**src/hw/rtl/matrix_rotate_90_defines.svh**
```systemverilog
// Assertion macros shared by the matrix rotation RTL.
`ifndef MATRIX_ROTATE_90_DEFINES_SVH
`define MATRIX_ROTATE_90_DEFINES_SVH

// Same-cycle implication, checked out of reset.
`define MR90_ASSERT_NOW(label, clk, rst_n, ante, cons) \
  label: assert property (@(posedge clk) disable iff (!rst_n) (ante) |-> (cons)) \
    else $error("%m: same-cycle check failed");

// Next-cycle implication, checked out of reset.
`define MR90_ASSERT_NEXT(label, clk, rst_n, ante, cons) \
  label: assert property (@(posedge clk) disable iff (!rst_n) (ante) |=> (cons)) \
    else $error("%m: next-cycle check failed");

`endif

```
**src/hw/rtl/mr90_pkg.sv**
```systemverilog
// Shared types and constants for the matrix rotation block.
package mr90_pkg;

  localparam int unsigned MAX_SIDE_DEFAULT = 8;
  localparam int unsigned VALUE_W    = 32;
  localparam int unsigned CFG_IDX_W  = 2;
  localparam int unsigned CFG_DATA_W = 4;
  localparam int unsigned CFG_SIDE_W = 4;
  localparam int unsigned PROD_W     = 2 * CFG_SIDE_W;

  // Configuration register indexes
  localparam logic [CFG_IDX_W-1:0] REG_MATRIX_WIDTH     = 2'd0;
  localparam logic [CFG_IDX_W-1:0] REG_MATRIX_HEIGHT    = 2'd1;
  localparam logic [CFG_IDX_W-1:0] REG_ROTATE_CLOCKWISE = 2'd2;

  // One completed matrix waiting to be emitted
  typedef struct packed {
    logic                  bank;
    logic [CFG_SIDE_W-1:0] width;
    logic [CFG_SIDE_W-1:0] height;
    logic                  square;
    logic                  clockwise;
  } q_desc_t;

  typedef struct packed {
    logic full;
    logic empty;
  } q_status_t;

  typedef enum logic {
    BK_IDLE,
    BK_RUN
  } bk_state_e;

endpackage

```
**src/hw/rtl/matrix_rotate_90.sv**
```systemverilog
// Top level of the square matrix 90-degree rotator.
//
// Usage:
//   Configure matrix_width, matrix_height and rotate_clockwise through the
//   cfg channel (cfg_valid_i/cfg_ready_o, index, data) while the block is idle;
//   cfg_ready_o is always high. Feed elements in row-major order: a beat is
//   taken at each clock edge with start_i high and busy_o low.
//   The element that completes width*height loads hands the matrix to the
//   emitter. Results come out one per cycle on rotated_value_o, each valid
//   for exactly one cycle while result_valid_o is high; last_element_o marks
//   the final result and size_error_o flags a non-square matrix sent unrotated.
// Flow:
//   The queue fill, emitter state and store read register lie between the
//   beat that completes a matrix and its first result; its results then
//   follow back to back, and the emitter drops to idle before the next one,
//   which bounds the sustained rate. With two store banks the next matrix
//   loads at one element per cycle, while busy_o is low, as the previous one
//   is emitted; busy_o rises only when both banks hold completed matrices.
// Reset clears config to 8x8 clockwise, empties the queue and the load count.
// The receiver cannot stall: every result must be taken in its cycle.
`include "matrix_rotate_90_defines.svh"

module matrix_rotate_90 import mr90_pkg::*; #(
  parameter int unsigned MAX_SIDE = MAX_SIDE_DEFAULT
) (
  input  logic                  clk_i,
  input  logic                  rst_ni,
  // configuration write channel
  input  logic                  cfg_valid_i,
  output logic                  cfg_ready_o,
  input  logic [CFG_IDX_W-1:0]  cfg_index_i,
  input  logic [CFG_DATA_W-1:0] cfg_data_i,
  // element input
  input  logic                  start_i,
  output logic                  busy_o,
  input  logic signed [VALUE_W-1:0] element_value_i,
  // results
  output logic                  result_valid_o,
  output logic signed [VALUE_W-1:0] rotated_value_o,
  output logic                  last_element_o,
  output logic                  size_error_o
);

  localparam int unsigned AddrW = $clog2(MAX_SIDE * MAX_SIDE) + 1;

  logic               accept;
  logic               wr_en, rd_en;
  logic [AddrW-1:0]   wr_addr, rd_addr;
  logic [VALUE_W-1:0] wr_data, rd_data;
  logic               push, pop;
  q_desc_t            push_desc, head_desc;
  q_status_t          q_status;

  // Configuration is always taken; writes land only while idle by contract.
  assign cfg_ready_o = 1'b1;

  // Hold off new beats only when both store banks wait to be emitted.
  assign busy_o = q_status.full;
  assign accept = start_i && !busy_o;

  mr90_front #(
    .MAX_SIDE(MAX_SIDE)
  ) u_front (
    .clk_i          (clk_i),
    .rst_ni         (rst_ni),
    .cfg_valid_i    (cfg_valid_i),
    .cfg_index_i    (cfg_index_i),
    .cfg_data_i     (cfg_data_i),
    .accept_i       (accept),
    .element_value_i(element_value_i),
    .wr_en_o        (wr_en),
    .wr_addr_o      (wr_addr),
    .wr_data_o      (wr_data),
    .push_o         (push),
    .desc_o         (push_desc)
  );

  mr90_queue u_queue (
    .clk_i   (clk_i),
    .rst_ni  (rst_ni),
    .push_i  (push),
    .desc_i  (push_desc),
    .pop_i   (pop),
    .head_o  (head_desc),
    .status_o(q_status)
  );

  mr90_store #(
    .MAX_SIDE(MAX_SIDE)
  ) u_store (
    .clk_i    (clk_i),
    .wr_en_i  (wr_en),
    .wr_addr_i(wr_addr),
    .wr_data_i(wr_data),
    .rd_en_i  (rd_en),
    .rd_addr_i(rd_addr),
    .rd_data_o(rd_data)
  );

  mr90_back #(
    .MAX_SIDE(MAX_SIDE)
  ) u_back (
    .clk_i         (clk_i),
    .rst_ni        (rst_ni),
    .head_i        (head_desc),
    .status_i      (q_status),
    .pop_o         (pop),
    .rd_en_o       (rd_en),
    .rd_addr_o     (rd_addr),
    .result_valid_o(result_valid_o),
    .last_element_o(last_element_o),
    .size_error_o  (size_error_o)
  );

  assign rotated_value_o = rd_data;

  // Loading and emitting must never touch the same bank in one cycle.
  `MR90_ASSERT_NOW(a_bank_split, clk_i, rst_ni, wr_en && rd_en, wr_addr[AddrW-1] != rd_addr[AddrW-1])
  // Drop a matrix from the queue only when one is there.
  `MR90_ASSERT_NOW(a_pop_nonempty, clk_i, rst_ni, pop, !q_status.empty)
  // The last result of a matrix is never directly followed by another result.
  `MR90_ASSERT_NEXT(a_last_gap, clk_i, rst_ni, last_element_o, !result_valid_o)
  // A finished matrix is never pushed into a full queue.
  `MR90_ASSERT_NOW(a_push_room, clk_i, rst_ni, push, !q_status.full)

endmodule

```
**src/hw/rtl/mr90_store.sv**
```systemverilog
// Two-bank element store: one write port, one registered read port.
module mr90_store import mr90_pkg::*; #(
  parameter int unsigned MAX_SIDE = MAX_SIDE_DEFAULT,
  localparam int unsigned AddrW = $clog2(MAX_SIDE * MAX_SIDE) + 1
) (
  input  logic                clk_i,
  input  logic                wr_en_i,
  input  logic [AddrW-1:0]    wr_addr_i,
  input  logic [VALUE_W-1:0]  wr_data_i,
  input  logic                rd_en_i,
  input  logic [AddrW-1:0]    rd_addr_i,
  output logic [VALUE_W-1:0]  rd_data_o
);

  localparam int unsigned Depth = 2 ** AddrW;

  logic [VALUE_W-1:0] mem_q [Depth];
  logic [VALUE_W-1:0] rd_data_q;

  always_ff @(posedge clk_i) begin
    if (wr_en_i) begin
      mem_q[wr_addr_i] <= wr_data_i;
    end
  end

  always_ff @(posedge clk_i) begin
    if (rd_en_i) begin
      rd_data_q <= mem_q[rd_addr_i];
    end
  end

  assign rd_data_o = rd_data_q;

endmodule

```
**src/hw/rtl/mr90_front.sv**
```systemverilog
// Front end: configuration registers, element loading and matrix completion.
module mr90_front import mr90_pkg::*; #(
  parameter int unsigned MAX_SIDE = MAX_SIDE_DEFAULT,
  localparam int unsigned AddrW = $clog2(MAX_SIDE * MAX_SIDE) + 1
) (
  input  logic                  clk_i,
  input  logic                  rst_ni,
  input  logic                  cfg_valid_i,
  input  logic [CFG_IDX_W-1:0]  cfg_index_i,
  input  logic [CFG_DATA_W-1:0] cfg_data_i,
  input  logic                  accept_i,
  input  logic [VALUE_W-1:0]    element_value_i,
  output logic                  wr_en_o,
  output logic [AddrW-1:0]      wr_addr_o,
  output logic [VALUE_W-1:0]    wr_data_o,
  output logic                  push_o,
  output q_desc_t               desc_o
);

  localparam int unsigned BankDepth = MAX_SIDE * MAX_SIDE;
  localparam int unsigned IdxW      = $clog2(BankDepth);
  localparam int unsigned CntW      = $clog2(BankDepth + 1);
  localparam logic [CFG_SIDE_W-1:0] SideMax = CFG_SIDE_W'(MAX_SIDE);

  logic [CFG_SIDE_W-1:0] width_q, height_q;
  logic                  clockwise_q;
  logic [CntW-1:0]       count_q, count_d;
  logic                  bank_q, bank_d;
  logic [CFG_SIDE_W-1:0] width_side, height_side;
  logic [PROD_W-1:0]     total;
  logic [PROD_W-1:0]     count_inc;
  logic                  complete;

  function automatic logic [CFG_SIDE_W-1:0] clamp_side(input logic [CFG_SIDE_W-1:0] v);
    logic [CFG_SIDE_W-1:0] r;
    r = v;
    if (v == '0) begin
      r = CFG_SIDE_W'(1);
    end else if (v > SideMax) begin
      r = SideMax;
    end
    return r;
  endfunction

  always_ff @(posedge clk_i or negedge rst_ni) begin
    if (!rst_ni) begin
      width_q     <= CFG_SIDE_W'(8);
      height_q    <= CFG_SIDE_W'(8);
      clockwise_q <= 1'b1;
    end else if (cfg_valid_i) begin
      case (cfg_index_i)
        REG_MATRIX_WIDTH:     width_q     <= cfg_data_i[CFG_SIDE_W-1:0];
        REG_MATRIX_HEIGHT:    height_q    <= cfg_data_i[CFG_SIDE_W-1:0];
        REG_ROTATE_CLOCKWISE: clockwise_q <= cfg_data_i[0];
        default: ;
      endcase
    end
  end

  assign width_side  = clamp_side(width_q);
  assign height_side = clamp_side(height_q);
  assign total       = width_side * height_side;
  assign count_inc   = PROD_W'(count_q) + PROD_W'(1);
  assign complete    = (count_inc >= total);

  always_comb begin
    count_d = count_q;
    bank_d  = bank_q;
    if (accept_i) begin
      if (complete) begin
        count_d = '0;
        bank_d  = ~bank_q;
      end else begin
        count_d = count_inc[CntW-1:0];
      end
    end
  end

  always_ff @(posedge clk_i or negedge rst_ni) begin
    if (!rst_ni) begin
      count_q <= '0;
      bank_q  <= 1'b0;
    end else begin
      count_q <= count_d;
      bank_q  <= bank_d;
    end
  end

  assign wr_en_o   = accept_i;
  assign wr_addr_o = {bank_q, count_q[IdxW-1:0]};
  assign wr_data_o = element_value_i;
  assign push_o    = accept_i && complete;

  always_comb begin
    desc_o.bank      = bank_q;
    desc_o.width     = width_side;
    desc_o.height    = height_side;
    desc_o.square    = (width_side == height_side);
    desc_o.clockwise = clockwise_q;
  end

endmodule

```
**src/hw/rtl/mr90_queue.sv**
```systemverilog
// Two-entry queue of completed matrices between front and back end.
module mr90_queue import mr90_pkg::*; (
  input  logic      clk_i,
  input  logic      rst_ni,
  input  logic      push_i,
  input  q_desc_t   desc_i,
  input  logic      pop_i,
  output q_desc_t   head_o,
  output q_status_t status_o
);

  q_desc_t    entry_q [2];
  logic       wr_ptr_q, rd_ptr_q;
  logic [1:0] fill_q, fill_d;

  always_ff @(posedge clk_i) begin
    if (push_i) begin
      entry_q[wr_ptr_q] <= desc_i;
    end
  end

  always_comb begin
    fill_d = fill_q;
    case ({push_i, pop_i})
      2'b10:   fill_d = fill_q + 2'd1;
      2'b01:   fill_d = fill_q - 2'd1;
      default: fill_d = fill_q;
    endcase
  end

  always_ff @(posedge clk_i or negedge rst_ni) begin
    if (!rst_ni) begin
      wr_ptr_q <= 1'b0;
      rd_ptr_q <= 1'b0;
      fill_q   <= '0;
    end else begin
      if (push_i) begin
        wr_ptr_q <= ~wr_ptr_q;
      end
      if (pop_i) begin
        rd_ptr_q <= ~rd_ptr_q;
      end
      fill_q <= fill_d;
    end
  end

  assign head_o         = entry_q[rd_ptr_q];
  assign status_o.full  = (fill_q == 2'd2);
  assign status_o.empty = (fill_q == 2'd0);

endmodule

```
**src/hw/rtl/mr90_back.sv**
```systemverilog
// Back end: walks the rotated order, reads the store and times the result strobe.
module mr90_back import mr90_pkg::*; #(
  parameter int unsigned MAX_SIDE = MAX_SIDE_DEFAULT,
  localparam int unsigned AddrW = $clog2(MAX_SIDE * MAX_SIDE) + 1
) (
  input  logic             clk_i,
  input  logic             rst_ni,
  input  q_desc_t          head_i,
  input  q_status_t        status_i,
  output logic             pop_o,
  output logic             rd_en_o,
  output logic [AddrW-1:0] rd_addr_o,
  output logic             result_valid_o,
  output logic             last_element_o,
  output logic             size_error_o
);

  localparam int unsigned RcW   = $clog2(MAX_SIDE);
  localparam int unsigned IdxW  = $clog2(MAX_SIDE * MAX_SIDE);
  localparam int unsigned LinW  = RcW + CFG_SIDE_W;

  bk_state_e             state_q, state_d;
  logic [RcW-1:0]        row_q, col_q;
  logic [CFG_SIDE_W-1:0] width_m1, height_m1;
  logic                  row_end, col_end, last_rc;
  logic [RcW-1:0]        src_row, src_col;
  logic [LinW-1:0]       src_prod, src_lin;
  logic                  valid_q, last_q, err_q;

  assign width_m1  = head_i.width - CFG_SIDE_W'(1);
  assign height_m1 = head_i.height - CFG_SIDE_W'(1);
  assign col_end   = (col_q == width_m1[RcW-1:0]);
  assign row_end   = (row_q == height_m1[RcW-1:0]);
  assign last_rc   = row_end && col_end;

  // Source position in the loaded matrix for output position (row, col)
  always_comb begin
    if (!head_i.square) begin
      src_row = row_q;
      src_col = col_q;
    end else if (head_i.clockwise) begin
      src_row = width_m1[RcW-1:0] - col_q;
      src_col = row_q;
    end else begin
      src_row = col_q;
      src_col = width_m1[RcW-1:0] - row_q;
    end
  end

  assign src_prod  = src_row * head_i.width;
  assign src_lin   = src_prod + LinW'(src_col);
  assign rd_addr_o = {head_i.bank, src_lin[IdxW-1:0]};

  always_comb begin
    state_d = state_q;
    case (state_q)
      BK_IDLE: if (!status_i.empty) state_d = BK_RUN;
      BK_RUN:  if (last_rc) state_d = BK_IDLE;
      default: state_d = BK_IDLE;
    endcase
  end

  always_comb begin
    rd_en_o = 1'b0;
    pop_o   = 1'b0;
    case (state_q)
      BK_RUN: begin
        rd_en_o = 1'b1;
        pop_o   = last_rc;
      end
      default: ;
    endcase
  end

  always_ff @(posedge clk_i or negedge rst_ni) begin
    if (!rst_ni) begin
      state_q <= BK_IDLE;
      row_q   <= '0;
      col_q   <= '0;
      valid_q <= 1'b0;
    end else begin
      state_q <= state_d;
      valid_q <= rd_en_o;
      if (state_q != BK_RUN) begin
        row_q <= '0;
        col_q <= '0;
      end else if (col_end) begin
        col_q <= '0;
        row_q <= row_q + RcW'(1);
      end else begin
        col_q <= col_q + RcW'(1);
      end
    end
  end

  always_ff @(posedge clk_i) begin
    last_q <= last_rc;
    err_q  <= ~head_i.square;
  end

  assign result_valid_o = valid_q;
  assign last_element_o = valid_q && last_q;
  assign size_error_o   = err_q;

endmodule
```
**config.mk**
```make
export PLATFORM = sky130hd
export DESIGN_NAME = matrix_rotate_90
export DESIGN_NICKNAME = d
export VERILOG_FILES = /design/src/hw/rtl/mr90_pkg.sv /design/src/hw/rtl/matrix_rotate_90.sv /design/src/hw/rtl/mr90_store.sv /design/src/hw/rtl/mr90_front.sv /design/src/hw/rtl/mr90_queue.sv /design/src/hw/rtl/mr90_back.sv
export VERILOG_INCLUDE_DIRS = /design/src /design/src/hw/rtl
export SDC_FILE = /design/constraint.sdc
export NUM_CORES = 2
export LEC_CHECK = 0
export BUFFER_PORTS_ARGS = -buffer_cell sky130_fd_sc_hd__clkbuf_2
export CAP_MARGIN = 20
export CELL_PAD_IN_SITES_DETAIL_PLACEMENT = 1
export CELL_PAD_IN_SITES_GLOBAL_PLACEMENT = 2
export CORE_ASPECT_RATIO = 0.9
export CORE_MARGIN = 5
export CORE_UTILIZATION = 33
export DETAILED_ROUTE_END_ITERATION = 16
export HOLD_SLACK_MARGIN = 0.03
export PLACE_DENSITY_LB_ADDON = 0.1
export SLEW_MARGIN = 20
export SYNTH_ARGS = -nofsm -noshare
export SYNTH_HDL_FRONTEND = slang
export SYNTH_MEMORY_MAX_BITS = 65536
export SYNTH_SLANG_ARGS = --single-unit
```
**constraint.sdc**
```tcl
create_clock -name clk_i -period 7 [get_ports clk_i]
set_input_delay 0.7 -clock clk_i [delete_from_list [all_inputs] [get_ports clk_i]]
set_output_delay 0.7 -clock clk_i [all_outputs]
set_load 0.05 [all_outputs]
```
==> reports/qor.yml <==
global_routing:
  grt_usage: 0.220
  overflow: 0
  grt_pass1_vias: 87400
  grtUsageMet1: 0.312
  gr-usage-met2: 0.361
  use_met3: 0.0280
  grt-busiest-layer: "met2"
  antenna_found_initial: 53
  grt_max_degree: 91
  grt_pass1_wl_um: 767000
finish:
  final_common_cell: "edfxtp_1"
  final_cell_mix: "4148 x edfxtp_1, 1066 x mux2i_1, 515 x nand3_1"
  area_delta_synth_final_pct: 17.1
  nNetsFinal: 8953
  fin_cells: 15700
  fin_util: 0.388
  drive_above_1_share: 0.209
clock_network:
  clkTransAtPathRegs_ns: 0.07
  cts-root-buf: "clkbuf_16"
  cts_buffers: 456
  clockBufferDepth: 4
  clkSinkCount: 4179
  clock_latency_ns: 1.05
  cts_max_level: 5
  cts_tree: "done"
logic_synthesis:
  syn_nets: 8345
  yosys.area.top_type: "edfxtp_1"
  synth_flop_cell: "edfxtp_1"
  yosysUniqueCellTypes: 46
  netlist_area_um2: 161000
  async_flop_share: 0.00694
  ys_ff_latch: 4179
  synth_warnings: 0
  synth-edff-count: 4148
  synthTopCellsByArea: "edfxtp_1 77%, mux4_2 7.1%, mux2i_1 6.6%"
  synth_top_area_frac: 0.772
  seq_area_frac_synth: 0.777
  synthCells: 8250
  syn_area_per_cell_um2: 19.5
timing:
  fin_crit_sh: 0.979
  drv_slew: 0
  finClkSkew_ns: 0.0767
  timing.fmax_ghz: 0.146
  maxSlewHeadroom: 0.187
  setup_viol: 0
  rsz0062_at_grt: "false"
  hold_viol: 0
  worst_slew_pin_slew_ns: 1.22
  min_period_ns: 6.85
place:
  port_buffers: 77
  gp_congestion: 0.803
  dp_cells: 14900
  dp.final_hpwl_um: 347000
critical_path:
  r2r_slack_ns: 0.15
  crit_chain: "mux2i_1 -> ha_1 -> inv_1 -> fa_1 -> mux2i_1 -> nor2_1 -> a21oi_2 -> nor2_1 -> ha_1 -> ha_1 -> ha_4 -> buf_12 -> buf_12 -> buf_12 -> mux4_2 -> a22oi_1 -> nand3_1 -> nand4_1 -> mux2i_1"
  arrival_ns: 7.59
  cp_max_fo: 55
  endpoint_kind: "register"
  crit_buf_inv: 4
  required_ns: 7.74
  crit_type: "reg2reg"
  cp_top_family: "adder cells"
  startpoint_type: "register"
  slowest_stage: "a22oi_1"
  slowest_delay_ns: 0.90
routing:
  drt_iter0_markers: 8990
  vias: 84500
  drc_errors: 0
  ant_nets: 0
  vias_per_cell: 5.36
  drt-total-wl_um: 566000
  drt_first_pass_iters: 7
  avgRoutedWirePerCell_um: 35.9
die:
  die_x_um: 747
  rows: 243
  coreArea_um2: 487000
  dieHeight_um: 673
  io_pins: 79
  initial_core_util: 0.331
  die_area_um2: 503000
status:
  status: "completed"
min_path:
  hold_class: "in2reg"
flow_run:
  max-cap-violations: 0
synthesized netlist by cell type (16+ instances only):
cell type / number
buf_1: 30
buf_2: 163
clkbuf_1: 280
nor2_1: 160
ha_1: 43
edfxtp_1: 4148
mux2i_1: 1067
xnor2_1: 20
and2_1: 16
dfrtp_1: 26
a22oi_1: 516
nand4_1: 66
mux4_2: 512
nand3_1: 525
inv_1: 19
nand2_1: 290
a21oi_1: 260
kinds of logic (layout without fill, tap and decap cells):
| group | Yosys count | after routing | share of synthesized area |
|---|---|---|---|
| AND/OR/NAND/NOR | 1089 | 1089 | 0.0313 |
| buffers and inverters | 497 | 1480 | 0.0130 |
| AO/OA/AOI/OAI | 808 | 808 | 0.0334 |
| XOR/XNOR | 33 | 33 | 0.00199 |
| multiplexers | 1590 | 1590 | 0.139 |
| other | 1 | 25 | 0.0000233 |
| flip-flops | 4179 | 4179 | 0.777 |
| adder cells (fa/ha/maj) | 53 | 53 | 0.00458 |
sequential cells by signal, indices dropped and copies added (netlist names), 2 cells and up:
register,flops
u_front.count_q,7
u_front.width_q,4
u_store.mem_q,4096
u_front.height_q,4
u_back.row_q,3
u_store.rd_data_o,32
u_back.col_q,3
u_queue.entry_q,20
u_queue.fill_q,2
final cells by class:
type	count	area (um^2)
inverter	19	71.3
tap	6492	8120
antenna	24	60.1
fill	46600	298000
sequential	4179	125000
clock inverter	264	2410
clock buffer	569	11900
multi-input combinational	3574	35100
timing repair buffer	628	5860
what timing repair did:
action                                  in CTS  in global routing
setup buffers                                9                  0
hold buffers                                 8                  0
endpoints found under the setup margin      21                 21
hold endpoints to repair                    87                  0
pin swaps                                    6                  1
resized for setup                           13                  3
layer usage:
metal  up-vias  part of all wire  wire length, um
met5         -                 0                0
met4         0             0.025            14000
met3       542             0.053            29700
met2      2429              0.48           270000
met1     46500              0.45           252000
li1      35000                 -                -
metrics by stage:
step | hold WS, ns | cell area, um^2 | setup TNS, ns | setup slack [ns]
6_report | 0.134 | 189000 | 0 | 0.149
5_1_grt | 0.0885 | 189000 | 0 | 0.0410
4_1_cts | 0.0343 | 189000 | 0 | 0.0176
3_5_place_dp | 0.489 | 174000 | -4.07 | -0.403
3_3_place_gp | 0.485 | 174000 | -5.95 | -0.464
2_1_floorplan | 0.404 | 161000 | 0 | 1.53
final timing paths:
| kind | startpoint | endpoint | cells after the start |
|---|---|---|---|
| worst min register to register | u_queue.fill_q[1] | u_queue.fill_q[1] | 1 |
| max in group asynchronous | rst_ni | u_queue.rd_ptr_q | 2 |
| worst max register to register | u_queue.rd_ptr_q | u_store.rd_data_o[23] | 19 |
| worst min-delay path | element_value_i[7] | u_store.mem_q[17][7] | 1 |
| worst max-delay path | u_queue.rd_ptr_q | u_store.rd_data_o[23] | 19 |
| min in group asynchronous | rst_ni | u_back.result_valid_o | 2 |
Power is left out: the tool's default activity adds up to more than one toggle a clock period on the data nets, which glitch-free logic cannot reach.
